===== config.mk =====
export PLATFORM = sky130hd
export DESIGN_NAME = frame_builder_bitcount_check
export DESIGN_NICKNAME = d
export VERILOG_FILES = /design/src/design/fbbc_pkg.sv /design/src/design/fbbc_outbuf.sv /design/src/design/frame_builder_bitcount_check.sv
export VERILOG_INCLUDE_DIRS = /design/src /design/src/design
export SDC_FILE = /design/constraint.sdc
export NUM_CORES = 1
export LEC_CHECK = 0
export BUFFER_PORTS_ARGS = -buffer_cell sky130_fd_sc_hd__clkbuf_2
export CORE_ASPECT_RATIO = 0.7
export CORE_UTILIZATION = 35
export DETAILED_ROUTE_END_ITERATION = 8
export GPL_TIMING_DRIVEN = 0
export PLACE_DENSITY = 0.62
export SYNTH_ARGS = -nofsm -noshare
export SYNTH_HDL_FRONTEND = slang
export SYNTH_HIERARCHICAL = 1
export SYNTH_SLANG_ARGS = --single-unit
export TNS_END_PERCENT = 10

===== constraint.sdc =====
create_clock -name clk -period 4.5 [get_ports clk]
set_clock_uncertainty 0.15 [all_clocks]
set_input_delay 0.45 -clock clk [delete_from_list [all_inputs] [get_ports clk]]
set_output_delay 0.45 -clock clk [all_outputs]
set_load 0.005 [all_outputs]

===== src/design/frame_builder_bitcount_check_assert.svh =====
// Assertion macros shared by the frame builder modules.
`ifndef FRAME_BUILDER_BITCOUNT_CHECK_ASSERT_SVH
`define FRAME_BUILDER_BITCOUNT_CHECK_ASSERT_SVH

// The consequence must hold in the same cycle as the antecedent.
`define FBBC_ASSERT_NOW(label, clk, rst_n, ante, cons, msg) \
	label: assert property (@(posedge clk) disable iff (!rst_n) (ante) |-> (cons)) \
		else $error(msg);

// The consequence must hold in the cycle after the antecedent.
`define FBBC_ASSERT_NEXT(label, clk, rst_n, ante, cons, msg) \
	label: assert property (@(posedge clk) disable iff (!rst_n) (ante) |=> (cons)) \
		else $error(msg);

`endif


===== src/design/fbbc_pkg.sv =====
// Package with the types, constants and functions of the frame builder.
`default_nettype none

package fbbc_pkg;

	localparam int unsigned S_TDATA_W = 24;

	typedef enum logic {
		REQ_START = 1'b0,
		REQ_DATA  = 1'b1
	} req_type_t;

	// Group of output bytes produced by one input item.
	typedef struct packed {
		logic [2:0]       cnt;
		logic [3:0]       ends;
		logic [3:0][7:0]  bytes;
	} fbbc_batch_t;

	function automatic logic [3:0] popcount8(input logic [7:0] b);
		logic [3:0] n;
		n = 4'd0;
		for (int k = 0; k < 8; k++) begin
			n = n + {3'd0, b[k]};
		end
		return n;
	endfunction

endpackage

`default_nettype wire


===== src/design/fbbc_outbuf.sv =====
// Output buffer that hands out the bytes of one item, one transaction per cycle while m_tready is high.
`default_nettype none
`include "frame_builder_bitcount_check_assert.svh"

module fbbc_outbuf (
	input  wire logic                 clk,
	input  wire logic                 arst_n,
	input  wire logic                 load_valid,
	input  wire fbbc_pkg::fbbc_batch_t batch,
	output logic                      free,
	output logic                      m_tvalid,
	input  wire logic                 m_tready,
	output logic [7:0]                m_tdata,   // frame_byte[7:0]
	output logic                      m_tlast
);

	logic [2:0]      left_q;
	logic [1:0]      rd_q;
	logic [3:0][7:0] bytes_q;
	logic [3:0]      ends_q;
	logic            take;
	logic            load;

	assign m_tvalid = (left_q != 3'd0);
	assign take     = m_tvalid && m_tready;
	assign free     = (left_q == 3'd0) || ((left_q == 3'd1) && m_tready);
	assign load     = load_valid && free;
	assign m_tdata  = bytes_q[rd_q];
	assign m_tlast  = ends_q[rd_q] && m_tvalid;

	always_ff @(posedge clk or negedge arst_n) begin
		if (!arst_n) begin
			left_q <= 3'd0;
			rd_q   <= 2'd0;
		end else if (load) begin
			left_q <= batch.cnt;
			rd_q   <= 2'd0;
		end else if (take) begin
			left_q <= left_q - 3'd1;
			rd_q   <= rd_q + 2'd1;
		end
	end

	always_ff @(posedge clk) begin
		if (load) begin
			bytes_q <= batch.bytes;
			ends_q  <= batch.ends;
		end
	end

	`FBBC_ASSERT_NOW(a_load_when_free, clk, arst_n, load_valid, free, "load while busy")
	`FBBC_ASSERT_NOW(a_left_range, clk, arst_n, 1'b1, left_q <= 3'd4, "too many bytes held")
	`FBBC_ASSERT_NEXT(a_load_shows, clk, arst_n, load && (batch.cnt != 3'd0), m_tvalid && (rd_q == 2'd0), "loaded bytes not shown")

endmodule

`default_nettype wire


===== src/design/frame_builder_bitcount_check.sv =====
// Top level of the frame builder with a set-bit count check.
//
// Input channel s_*: each transaction is one item. s_tuser is 0 for a start
// item (command and payload length) and 1 for a data item (one payload byte).
// Output channel m_*: each transaction is one frame byte; m_tlast marks the
// low check byte that closes a frame.
// A start item yields two header bytes, plus the two check bytes at once when
// the length is zero. A data item yields its byte, plus the two check bytes
// when it is the last payload byte. A data item with no open frame yields
// nothing, and a start item abandons any open frame.
// The input register takes each item; once the output buffer is free, the
// item's bytes are loaded into it and driven on m_* from there.
// Throughput: one input item per cycle while each item yields at most one
// byte and the receiver is ready; an item with more bytes holds the output
// buffer until its last is taken, so the output, one byte per cycle, sets the rate.
// When the receiver stalls, the buffered bytes hold and s_tready drops once
// the input register is also full. Reset clears the frame state and empties
// both the input register and the output buffer.
`default_nettype none
`include "frame_builder_bitcount_check_assert.svh"

module frame_builder_bitcount_check (
	input  wire logic                           clk,
	input  wire logic                           arst_n,
	input  wire logic                           s_tvalid,
	output logic                                s_tready,
	input  wire logic [fbbc_pkg::S_TDATA_W-1:0] s_tdata,  // command_code[3:0], payload_length[9:4], payload_byte[17:10]
	input  wire logic                           s_tuser,  // req_type[0]
	output logic                                m_tvalid,
	input  wire logic                           m_tready,
	output logic [7:0]                          m_tdata,  // frame_byte[7:0]
	output logic                                m_tlast
);

	logic        vld_s1;
	logic        type_s1;
	logic [3:0]  cmd_s1;
	logic [5:0]  len_s1;
	logic [7:0]  byte_s1;

	logic [9:0]  bit_total_q;
	logic [5:0]  bytes_left_q;
	logic        frame_open_q;

	logic [9:0]  nxt_total;
	logic [5:0]  nxt_left;
	logic        nxt_open;
	logic [7:0]  h0;
	logic [7:0]  h1;
	logic [9:0]  start_total;
	logic [9:0]  data_total;
	logic        buf_free;
	logic        advance;

	fbbc_pkg::fbbc_batch_t batch;

	assign s_tready = !vld_s1 || buf_free;
	assign advance  = vld_s1 && buf_free;

	always_ff @(posedge clk or negedge arst_n) begin
		if (!arst_n) begin
			vld_s1 <= 1'b0;
		end else if (s_tready) begin
			vld_s1 <= s_tvalid;
		end
	end

	always_ff @(posedge clk) begin
		if (s_tvalid && s_tready) begin
			type_s1 <= s_tuser;
			cmd_s1  <= s_tdata[3:0];
			len_s1  <= s_tdata[9:4];
			byte_s1 <= s_tdata[17:10];
		end
	end

	assign h0          = {2'b00, cmd_s1, 2'b00};
	assign h1          = {1'b0, len_s1, 1'b0};
	assign start_total = {6'd0, fbbc_pkg::popcount8(h0)} + {6'd0, fbbc_pkg::popcount8(h1)};
	assign data_total  = bit_total_q + {6'd0, fbbc_pkg::popcount8(byte_s1)};

	always_comb begin
		batch     = '0;
		nxt_total = bit_total_q;
		nxt_left  = bytes_left_q;
		nxt_open  = frame_open_q;
		if (type_s1 == fbbc_pkg::REQ_START) begin
			nxt_total      = start_total;
			batch.bytes[0] = h0;
			batch.bytes[1] = h1;
			if (len_s1 == 6'd0) begin
				batch.bytes[2] = {6'd0, start_total[9:8]};
				batch.bytes[3] = start_total[7:0];
				batch.ends[3]  = 1'b1;
				batch.cnt      = 3'd4;
				nxt_open       = 1'b0;
				nxt_left       = 6'd0;
			end else begin
				batch.cnt = 3'd2;
				nxt_open  = 1'b1;
				nxt_left  = len_s1;
			end
		end else if (frame_open_q) begin
			nxt_total      = data_total;
			batch.bytes[0] = byte_s1;
			if (bytes_left_q == 6'd1) begin
				batch.bytes[1] = {6'd0, data_total[9:8]};
				batch.bytes[2] = data_total[7:0];
				batch.ends[2]  = 1'b1;
				batch.cnt      = 3'd3;
				nxt_open       = 1'b0;
				nxt_left       = 6'd0;
			end else begin
				batch.cnt = 3'd1;
				nxt_left  = bytes_left_q - 6'd1;
			end
		end
	end

	always_ff @(posedge clk or negedge arst_n) begin
		if (!arst_n) begin
			bit_total_q  <= 10'd0;
			bytes_left_q <= 6'd0;
			frame_open_q <= 1'b0;
		end else if (advance) begin
			bit_total_q  <= nxt_total;
			bytes_left_q <= nxt_left;
			frame_open_q <= nxt_open;
		end
	end

	fbbc_outbuf u_outbuf (
		.clk        (clk),
		.arst_n     (arst_n),
		.load_valid (advance),
		.batch      (batch),
		.free       (buf_free),
		.m_tvalid   (m_tvalid),
		.m_tready   (m_tready),
		.m_tdata    (m_tdata),
		.m_tlast    (m_tlast)
	);

	`FBBC_ASSERT_NOW(a_open_has_left, clk, arst_n, frame_open_q, bytes_left_q != 6'd0, "open frame with no bytes left")
	`FBBC_ASSERT_NOW(a_total_range, clk, arst_n, 1'b1, bit_total_q <= 10'd514, "bit total out of range")
	`FBBC_ASSERT_NEXT(a_drop_keeps_state, clk, arst_n, advance && (type_s1 == fbbc_pkg::REQ_DATA) && !frame_open_q, $stable(bit_total_q) && !frame_open_q, "dropped item changed state")

endmodule

`default_nettype wire

==> results of run 1 <==
[registers in the layout, indices dropped and copies added (netlist names)]
register and flops:
vld_s1 1, cmd_s1 4, type_s1 1, len_s1 6
u_outbuf/left_q 3, bit_total_q 10, byte_s1 8, frame_open_q 1
u_outbuf/rd_q 2, u_outbuf/bytes_q 32, bytes_left_q 6, u_outbuf/ends_q 4
[worst max-delay path by stage]
stage | start | cells past startpoint | to | slack [ns]
6_report | byte_s1[0]$_DFFE_PP_ | 11 | u_outbuf/bytes_q[22]$_DFFE_PP_ | 0.51
5_1_grt | byte_s1[0]$_DFFE_PP_ | 11 | u_outbuf/bytes_q[22]$_DFFE_PP_ | 0.35
4_1_cts | byte_s1[0]$_DFFE_PP_ | 11 | u_outbuf/bytes_q[22]$_DFFE_PP_ | 0.52
3_5_place_dp | byte_s1[0]$_DFFE_PP_ | 11 | u_outbuf/bytes_q[8]$_DFFE_PP_ | 0.58
3_3_place_gp | byte_s1[0]$_DFFE_PP_ | 11 | u_outbuf/bytes_q[22]$_DFFE_PP_ | 0.59
2_1_floorplan | byte_s1[0]$_DFFE_PP_ | 11 | u_outbuf/bytes_q[22]$_DFFE_PP_ | 0.85
[placed cells by master (no fill, tap or decap), types with 5 or more instances in the layout]
| master | netlist | final |
|---|---|---|
| and2_1 | 5 | 5 |
| xnor2_1 | 5 | 5 |
| nand2b_1 | 9 | 9 |
| nor3_1 | 7 | 7 |
| mux4_2 | 9 | 9 |
| fa_1 | 11 | 11 |
| ha_1 | 13 | 13 |
| nand2_1 | 26 | 26 |
| clkbuf_2 | 0 | 33 |
| edfxtp_1 | 55 | 55 |
| conb_1 | 1 | 7 |
| dfrtp_1 | 23 | 23 |
| o21ai_0 | 26 | 26 |
| inv_1 | 37 | 37 |
| clkbuf_16 | 0 | 9 |
| a21oi_1 | 14 | 14 |
| nor2_1 | 22 | 22 |
[where the power goes]
| group | internal (mW) | switching (mW) |
|---|---|---|
| clock network | 0.453 | 0.267 |
| logic | 0.659 | 0.920 |
| registers | 0.993 | 0.104 |
| total | 2.11 | 1.29 |
[synthesized netlist by cell type, types with 2 or more instances]
cell type  instances  area (sq um)
nor2b_1            4          25.0
nand3b_1           2          15.0
o31a_1             2          17.5
nor3b_1            2          15.0
nand2_1           26          97.6
nor2_1            22          82.6
or3_1              4          25.0
a21oi_1           14          70.1
o21ai_0           26           130
fa_1              11           220
dfrtp_1           23           576
mux4_2             9           203
buf_2              3          15.0
ha_1              13           163
o21ai_2            2          17.5
o211ai_1           2          15.0
edfxtp_1          55          1650
xor2_1             3          26.3
inv_1             37           139
xnor2_1            5          43.8
nand3_1            4          20.0
mux2i_1            3          30.0
and3_1             4          25.0
and2_1             5          31.3
nor3_1             7          35.0
and2b_1            2          15.0
nand2b_1           9          56.3
a31oi_1            4          25.0
clkbuf_1           4          15.0
[routing by layer]
layer	global-route usage	wire length [um]	vias to the layer above	part of all wire
met1	0.241	4260	1205	0.52
met3	0.0557	595	4	0.072
li1	-	-	1226	-
met5	0	0	-	0
met2	0.206	3310	87	0.40
met4	0.0500	46	0	0.0056
[layout make-up]
| type | instances | area, sq um |
|---|---|---|
| clock inverters | 5 | 47.5 |
| flip-flops and latches | 78 | 2230 |
| well taps | 148 | 185 |
| fillers | 1025 | 5980 |
| multi-input cells | 204 | 1560 |
| clock buffers | 11 | 253 |
| inverters | 37 | 139 |
| repair buffers | 36 | 205 |
| plain buffers | 8 | 37.5 |
[logic make-up (layout without fill, tap and decap cells)]
family / count (synthesis) / count (layout)
compound gates: 57 / 57
xor+xnor: 8 / 8
other cells: 1 / 7
fa+ha+maj: 24 / 24
flops: 78 / 78
mux: 13 / 13
buf+inv: 45 / 97
simple gates: 95 / 95
[through the flow]
stage               instance area [sq um]   util  setup WS, ns  hold slack, ns  std cells
global placement                     4310  0.406         0.594           0.312        508
floorplan                            3960      -         0.853         0.00441        327
global route                         4650  0.438         0.353           0.117        527
CTS                                  4650  0.438         0.517           0.125        527
detailed placement                   4340  0.409         0.583           0.317        510
finish                               4650  0.438         0.506           0.137        527
[worst register-to-register path: cells and delay by family, from the launching register on]
kind                     cells  cell delay, ns
adder cells (fa/ha/maj)      5            2.37
buffers and inverters        1            0.05
XOR/XNOR                     1            0.13
AND/OR/NAND/NOR              3            0.41
flip-flops                   1            0.44
AO/OA/AOI/OAI                1            0.20
==> flow_metrics.env, run 1 <==
export IMPL_synth_edf_count=55
export IMPL_antenna_found_initial=0
export IMPL_leakage_nw=1.91
export IMPL_holdCritPathClass="in2reg"
export IMPL_yosysSeqAreaShare=0.565
export IMPL_setup_tns_ns=0
export IMPL_cts_buffers=9
export IMPL_cts_root_buf="clkbuf_16"
export IMPL_io_buffers=33
export IMPL_yosys_warnings=6
export IMPL_yosys_area_share_xor_xnor=0.0178
export IMPL_final_min_clock_period_ns=3.99
export IMPL_grt_overflow=0
export IMPL_drv_cap=0
export IMPL_critPathTopFamily="adder cells"
export IMPL_drt_iter0_drc=152
export IMPL_crit_chain="fa_1 > inv_1 > fa_1 > fa_1 > fa_1 > fa_1 > nor2b_1 > o31a_1 > and2_1 > xnor2_1 > nor2_1"
export IMPL_cp_start_kind="flop"
export IMPL_cp_arrival_ns=3.93
export IMPL_reg2reg_depth=11
export IMPL_maxSlewViolCount=0
export IMPL_outcome="completed"
export IMPL_path_max_fanout=3
export IMPL_clock_sinks=78
export IMPL_cts_tree="done"
export IMPL_synth_ff_type="edfxtp_1"
export IMPL_vias_per_cell=4.79
export IMPL_ctsHoldBuffers=1
export IMPL_path_clk_slew_ns=0.05
export IMPL_io_pins=40
export IMPL_synth_seq_cells=78
export IMPL_worstHoldEndpoint="byte_s1[4]$_DFFE_PP_"
export IMPL_endpoint_kind="flop"
export IMPL_synthCells=321
export IMPL_cpMostUsedCell="fa_1"
export IMPL_synthAdderAreaFrac=0.0972
export IMPL_syn2layout_area_growth_pct=18.1
export IMPL_dpl_hpwl_um=6200
export IMPL_htree_levels=3
export IMPL_post_cts_repair_setup_buffers=0
export IMPL_final_nets=427
export IMPL_hold_depth=1
export IMPL_path_buf_inv=1
export IMPL_hold_viol_final=0
export IMPL_grtUsageTotal=0.159
export IMPL_worstSetupPathType="reg2reg"
export IMPL_grt_pass1_vias=2443
export IMPL_synthMuxAreaShare=0.0648
export IMPL_period_share=0.888
export IMPL_routabilityCongestion=0.824
export IMPL_synth_compound_area_frac=0.0842
export IMPL_finalSetupViolations=0
export IMPL_ant_nets=0
export IMPL_n_antenna_cell=0
export IMPL_via_count=2522
export IMPL_cts_resized=0
export IMPL_synthSimpleGateAreaFrac=0.125
export IMPL_critPathRequiredTime_ns=4.43
export IMPL_drt_wl_total_um=8210
export IMPL_fmax_mhz=250
export IMPL_power_mw=3.40
export IMPL_reg2reg_from="byte_s1[0]$_DFFE_PP_"
export IMPL_worstMarginPinSlew_ns=0.926
export IMPL_maxSlewHeadroom=0.379
export IMPL_regToRegSetupSlack_ns=0.51
export IMPL_vdd_drop_max_v=0.000279
export IMPL_synth_cell_type_count=43
export IMPL_rows=31
export IMPL_syn_area_per_cell_sq_um=12.3
export IMPL_crit_path_top_delay_cell="fa_1"
export IMPL_cts_buffer_depth=2
export IMPL_synth_top_family_by_area="simple AND/OR/NAND/NOR gates"
export IMPL_pwr_density_cell_nw_per_um2=730
export IMPL_drive_above_1_share=0.179
export IMPL_grt_max_degree=24
export IMPL_grt_setup_unrepaired="false"
export IMPL_insertion_delay_ns=0.34
export IMPL_min_delay_start="s_tdata[14]"
export IMPL_r2r_end="u_outbuf/bytes_q[22]$_DFFE_PP_"
export IMPL_die_area_sq_um=11700
export IMPL_core_region_area_sq_um=10600
export IMPL_cp_slowest_stage_delay_ns=0.57
export IMPL_die_w_um=129
export IMPL_synthesis_area_sq_um=3940
export IMPL_die_y_um=90.8
export IMPL_initial_core_util=0.371
export IMPL_wl_per_cell_um=15.6
export IMPL_firstDrtPassIters=4
export IMPL_drc_errors=0
export IMPL_grt_pass1_wl_um=13300
export IMPL_async_flop_share=0.295
No activity file was read; power rests on OpenSTA's default activity.
==> run 2: changes to the inputs <==
--- a/config.mk
+++ b/config.mk
@@ -6,6 +6,7 @@
 export SDC_FILE = /design/constraint.sdc
 export NUM_CORES = 1
 export LEC_CHECK = 0
+export ABC_AREA = 1
 export BUFFER_PORTS_ARGS = -buffer_cell sky130_fd_sc_hd__clkbuf_2
 export CORE_ASPECT_RATIO = 0.7
 export CORE_UTILIZATION = 35
==> flow_metrics.env, run 2 <==
export IMPL_critPathRequiredTime_ns=4.43
export IMPL_dpl_hpwl_um=6760
export IMPL_syn2layout_area_growth_pct=16.8
export IMPL_clock_sinks=78
export IMPL_power_mw=3.66
export IMPL_async_flop_share=0.295
export IMPL_worstSetupPathType="reg2reg"
export IMPL_die_area_sq_um=12100
export IMPL_routabilityCongestion=0.825
export IMPL_cts_buffers=9
export IMPL_post_cts_repair_setup_buffers=0
export IMPL_fin_util=0.427
export IMPL_grtUsageTotal=0.162
export IMPL_reg2reg_from="byte_s1[0]$_DFFE_PP_"
export IMPL_setup_tns_ns=0
export IMPL_worstHoldEndpoint="byte_s1[1]$_DFFE_PP_"
export IMPL_die_w_um=131
export IMPL_cts_tree="done"
export IMPL_cts_root_buf="clkbuf_16"
export IMPL_yosysTopAreaCellShare=0.403
export IMPL_die_y_um=92.5
export IMPL_final_common_cell="nor2_1"
export IMPL_path_max_fanout=4
export IMPL_ys_top_cells_by_count="nor2_1 (69), nand2_1 (68), inv_1 (60), edfxtp_1 (55), nand3_1 (29)"
export IMPL_synth_edf_count=55
export IMPL_syn_area_per_cell_sq_um=9.70
export IMPL_fmax_mhz=261
export IMPL_hold_depth=1
export IMPL_drt_wl_total_um=8890
export IMPL_n_antenna_cell=0
export IMPL_pwr_density_cell_nw_per_um2=764
export IMPL_path_clk_slew_ns=0.06
export IMPL_yosys_warnings=6
export IMPL_synth_seq_cells=78
export IMPL_leakage_nw=2.10
export IMPL_firstDrtPassIters=5
export IMPL_antenna_found_initial=0
export IMPL_synth_area_leaders="edfxtp_1 (40%), dfrtp_1 (14%), nor2_1 (6.3%), nand2_1 (6.2%), inv_1 (5.5%)"
export IMPL_outcome="completed"
export IMPL_grt_max_degree=37
export IMPL_cp_arrival_ns=3.76
export IMPL_htree_levels=3
export IMPL_final_min_clock_period_ns=3.83
export IMPL_insertion_delay_ns=0.33
export IMPL_grt_pass1_wl_um=14800
export IMPL_core_region_area_sq_um=11200
export IMPL_regMostFlops="u_outbuf/bytes_q"
export IMPL_cp_start_kind="flop"
export IMPL_r2r_end="u_outbuf/bytes_q[8]$_DFFE_PP_"
export IMPL_synthCells=422
export IMPL_grt_setup_unrepaired="false"
export IMPL_initial_core_util=0.365
export IMPL_drc_errors=0
export IMPL_grt_overflow=0
export IMPL_synthesis_area_sq_um=4090
export IMPL_io_buffers=33
export IMPL_via_count=3018
export IMPL_vias_per_cell=4.77
export IMPL_final_cell_mix="nor2_1 (69), nand2_1 (68), inv_1 (59)"
export IMPL_io_pins=40
export IMPL_ant_nets=0
export IMPL_maxSlewViolCount=0
export IMPL_rows=32
export IMPL_regToRegSetupSlack_ns=0.67
export IMPL_largest_reg_flops=32
export IMPL_yosysTopAreaCell="edfxtp_1"
export IMPL_yosysSeqAreaShare=0.544
export IMPL_endpoint_kind="flop"
export IMPL_hold_viol_final=0
export IMPL_min_delay_start="s_tdata[11]"
export IMPL_drv_cap=0
export IMPL_cts_buffer_depth=2
export IMPL_finalSetupViolations=0
export IMPL_holdCritPathClass="in2reg"
export IMPL_period_share=0.850
export IMPL_worstMarginPinSlew_ns=0.625
export IMPL_final_nets=528
export IMPL_drt_iter0_drc=255
export IMPL_grt_pass1_vias=2865
export IMPL_maxSlewHeadroom=0.581
export IMPL_cp_startpoint="byte_s1[0]$_DFFE_PP_"
export IMPL_synth_cell_type_count=33
export IMPL_reg2reg_depth=12
export IMPL_drive_above_1_share=0.144
export IMPL_vdd_drop_max_v=0.000313
export IMPL_fillers=1090
export IMPL_wl_per_cell_um=14.0
export IMPL_reg_top3="u_outbuf/bytes_q: 32 flops, bit_total_q: 10 flops, byte_s1: 8 flops"
export IMPL_post_synth_top_count_cell="nor2_1"
export IMPL_synth_ff_type="edfxtp_1"
==> run 2: cell types whose count changed in the layout (fill, tap and decap cells not counted), moves of 9 or more <==
cell,change
o22ai_1,+10
nor2_1,+47
inv_1,+22
nand2_1,+42
nand3_1,+25
nand2b_1,-9
mux4_2,-9
==> run 2: repair_timing <==
action                    in CTS  in global routing
gates resized for setup        0                  0
hold buffers                   1                  0
hold endpoints to repair       1                  0
==> run 2: per-layer routing <==
metal | wire (um) | global-route usage
met2 | 3800 | 0.234
met1 | 4190 | 0.232
met5 | 0 | 0
met3 | 778 | 0.0438
met4 | 116 | 0.0601
==> run 2: worst max path at each step <==
stage / end / cells past startpoint
2_1_floorplan: u_outbuf/bytes_q[22]$_DFFE_PP_ / 12
3_3_place_gp: u_outbuf/bytes_q[8]$_DFFE_PP_ / 12
3_5_place_dp: u_outbuf/bytes_q[8]$_DFFE_PP_ / 12
4_1_cts: u_outbuf/bytes_q[8]$_DFFE_PP_ / 12
5_1_grt: u_outbuf/bytes_q[8]$_DFFE_PP_ / 12
6_report: u_outbuf/bytes_q[8]$_DFFE_PP_ / 12
==> run 2: layout make-up <==
type	instances	area, sq um	share of cell area
buffer	9	55.1	0.0115
clock buffer	13	240	0.0502
clock inverter	3	13.8	0.00288
inverter	65	249	0.0521
multi-input combinational	276	1590	0.332
sequential	78	2230	0.466
tap	153	191	0.0400
timing repair buffer	36	218	0.0455
==> run 2: report_power, final <==
part / internal, mW / switching [mW] / total, mW
logic: 0.707 / 1.20 / 1.90
clock network: 0.370 / 0.262 / 0.632
registers: 1.01 / 0.109 / 1.12
==> run 2: cells by family after synthesis <==
| logic type | after synthesis | share of synthesized area |
|---|---|---|
| buf+inv | 74 | 0.0743 |
| simple gates | 181 | 0.186 |
| xor+xnor | 5 | 0.0107 |
| other cells | 1 | 0.000916 |
| fa+ha+maj | 24 | 0.0935 |
| flops | 78 | 0.544 |
| compound gates | 59 | 0.0911 |
==> run 2: metrics by stage <==
stage               hold slack (ns)  std cells  setup slack [ns]  instance area (sq um)
floorplan                   0.00441        428             0.957                   4120
global placement              0.318        614             0.710                   4470
detailed placement            0.315        615             0.682                   4490
CTS                           0.129        632             0.677                   4760
global route                  0.124        633             0.458                   4780
finish                        0.139        633             0.675                   4780
==> run 2: worst max-delay path, stage by stage (launching register included) <==
cell      delay [ns]
edfxtp_1        0.42
fa_1            0.54
inv_1           0.05
fa_1            0.50
fa_1            0.43
fa_1            0.43
fa_1            0.39
inv_1           0.11
nand3_1         0.11
nand2_1         0.16
nand4_1         0.12
nand2_1         0.12
nor2_1          0.04
==> run 3: changes to the inputs <==
--- a/config.mk
+++ b/config.mk
@@ -12,7 +12,8 @@
 export CORE_UTILIZATION = 35
 export DETAILED_ROUTE_END_ITERATION = 8
 export GPL_TIMING_DRIVEN = 0
-export PLACE_DENSITY = 0.62
+export PLACE_DENSITY = 0.56
+export SLEW_MARGIN = 20
 export SYNTH_ARGS = -nofsm -noshare
 export SYNTH_HDL_FRONTEND = slang
 export SYNTH_HIERARCHICAL = 1
==> flow_metrics.env, run 3 (synthesis gave the netlist of run 2 again) <==
export IMPL_syn2layout_area_growth_pct=16.6
export IMPL_final_cell_mix="nor2_1 (69), nand2_1 (68), inv_1 (59)"
export IMPL_leakage_nw=2.10
export IMPL_maxSlewHeadroom=0.503
export IMPL_drv_cap=0
export IMPL_critPathRequiredTime_ns=4.44
export IMPL_routabilityCongestion=0.854
export IMPL_reg2reg_depth=12
export IMPL_cp_arrival_ns=3.74
export IMPL_grt_setup_unrepaired="false"
export IMPL_drt_iter0_drc=221
export IMPL_clkPwrFrac=0.193
export IMPL_crit_end="u_outbuf/bytes_q[22]$_DFFE_PP_"
export IMPL_worstSetupPathType="reg2reg"
export IMPL_hold_viol_final=23
export IMPL_outcome="finished with violations"
export IMPL_switching_power_mw=1.56
export IMPL_grt_overflow=0
export IMPL_io_pins=40
export IMPL_fmax_mhz=263
export IMPL_violations="negative hold slack"
export IMPL_via_count=3003
export IMPL_cts_root_buf="clkbuf_16"
export IMPL_dpl_hpwl_um=6830
export IMPL_drt_wl_total_um=8930
export IMPL_die_area_sq_um=12100
export IMPL_cp_start_kind="flop"
export IMPL_ctsHoldBuffers=0
export IMPL_seqPwrFrac=0.305
export IMPL_r2r_end="u_outbuf/bytes_q[22]$_DFFE_PP_"
export IMPL_rows=32
export IMPL_vias_per_cell=4.76
export IMPL_place_area_sq_um=4490
export IMPL_cp_startpoint="byte_s1[0]$_DFFE_PP_"
export IMPL_wl_per_cell_um=14.2
export IMPL_grtUsageTotal=0.161
export IMPL_post_cts_repair_setup_buffers=0
export IMPL_grt_pass1_wl_um=14500
export IMPL_cts_buffers=9
export IMPL_grt_pass1_vias=2824
export IMPL_die_w_um=131
export IMPL_grt_max_degree=37
export IMPL_clock_sinks=78
export IMPL_seq_area_sq_um=2230
export IMPL_cts_tree="done"
export IMPL_period_share=0.846
export IMPL_drc_errors=0
export IMPL_drive_above_1_share=0.149
export IMPL_pwr_density_cell_nw_per_um2=772
export IMPL_final_min_clock_period_ns=3.81
export IMPL_finalSetupViolations=0
export IMPL_largest_reg_flops=32
export IMPL_regMostFlops="u_outbuf/bytes_q"
export IMPL_antenna_found_initial=0
export IMPL_vdd_drop_max_v=0.000315
export IMPL_cts_buffer_depth=2
export IMPL_ant_nets=0
export IMPL_htree_levels=3
export IMPL_path_max_fanout=4
export IMPL_holdCritPathClass="in2async"
export IMPL_multi_input_area_sq_um=1590
export IMPL_io_buffers=33
export IMPL_endpoint_kind="flop"
export IMPL_whs_ns=-0.0285
export IMPL_setup_tns_ns=0
export IMPL_n_antenna_cell=0
export IMPL_firstDrtPassIters=4
export IMPL_power_frac_comb=0.503
export IMPL_p_sw_frac=0.423
export IMPL_regToRegSetupSlack_ns=0.69
export IMPL_die_y_um=92.5
export IMPL_final_common_cell="nor2_1"
export IMPL_reg_top3="u_outbuf/bytes_q: 32 flops, bit_total_q: 10 flops, byte_s1: 8 flops"
export IMPL_reg2reg_from="byte_s1[0]$_DFFE_PP_"
export IMPL_initial_core_util=0.365
export IMPL_fillers=1122
export IMPL_cts_resized=0
export IMPL_insertion_delay_ns=0.34
export IMPL_worstMarginPinSlew_ns=0.745
export IMPL_path_clk_slew_ns=0.06
export IMPL_core_region_area_sq_um=11200
export IMPL_finalInstanceArea_sq_um=4770
export IMPL_maxSlewViolCount=0
export IMPL_final_nets=526
export IMPL_intPower_mw=2.13
==> run 3: cell count changes in the layout (fill, tap and decap cells not counted), sizes merged <==
cell / change
buf: -1
bufinv: +1
dlygate4sd3: -1
clkbuf: -2
clkinv: -1
inv: +1
clkinvlp: +1
==> run 3: how the worst min path moves through the flow <==
stage,end,slack [ns]
2_1_floorplan,bit_total_q[0]$_DFFE_PN0P_,0.004
3_3_place_gp,u_outbuf/left_q[1]$_DFFE_PN0P_,0.32
3_5_place_dp,u_outbuf/left_q[1]$_DFFE_PN0P_,0.32
5_1_grt,vld_s1$_DFFE_PN0N_,0.04
6_report,u_outbuf/rd_q[0]$_DFFE_PN0P_,-0.03
4_1_cts,u_outbuf/rd_q[0]$_DFFE_PN0P_,0.01
==> run 3: power by group through the flow <==
stage,clock network (mW),logic (mW),registers (mW)
2_1_floorplan,0,1.35,1.11
4_1_cts,0.722,1.87,1.12
6_report,0.710,1.85,1.12
5_1_grt,0.752,2.11,1.15
3_5_place_dp,0,1.86,1.14
3_3_place_gp,0,1.82,1.14
==> run 3: layer usage <==
layer	vias to the layer above	GRT usage	wire (um)
met1	1431	0.228	4460
met2	76	0.239	3810
li1	1488	-	-
met5	-	0	0
met4	0	0.0378	88
met3	8	0.0498	575
==> run 3: metrics by stage <==
stage	utilization	worst slack, ns	power (mW)	hold slack (ns)	instances
3_5_place_dp	0.400	0.682	3.00	0.316	615
5_1_grt	0.426	0.454	4.01	0.0374	631
2_1_floorplan	-	0.957	2.46	0.00441	428
4_1_cts	0.426	0.673	3.72	0.0112	631
6_report	0.426	0.694	3.69	-0.0285	631
3_3_place_gp	0.399	0.687	2.95	0.320	614
==> run 3: worst max-delay path: stages, from the launching register on <==
cell and delay, ns:
edfxtp_1 0.41, fa_1 0.54, inv_1 0.05, fa_1 0.49, fa_1 0.44, fa_1 0.43, fa_1 0.38, inv_1 0.12
nand3_1 0.11, nand2_1 0.15, nand4_1 0.13, nand2_1 0.10, nor2_1 0.05
==> run 3: area by class of cell <==
type | count | share of cell area
Timing Repair Buffer | 34 | 0.0370
Clock buffer | 11 | 0.0488
Sequential cell | 78 | 0.467
Inverter | 65 | 0.0522
Clock inverter | 5 | 0.0107
Buffer | 9 | 0.0115
Multi-Input combinational cell | 276 | 0.333
Tap cell | 153 | 0.0401
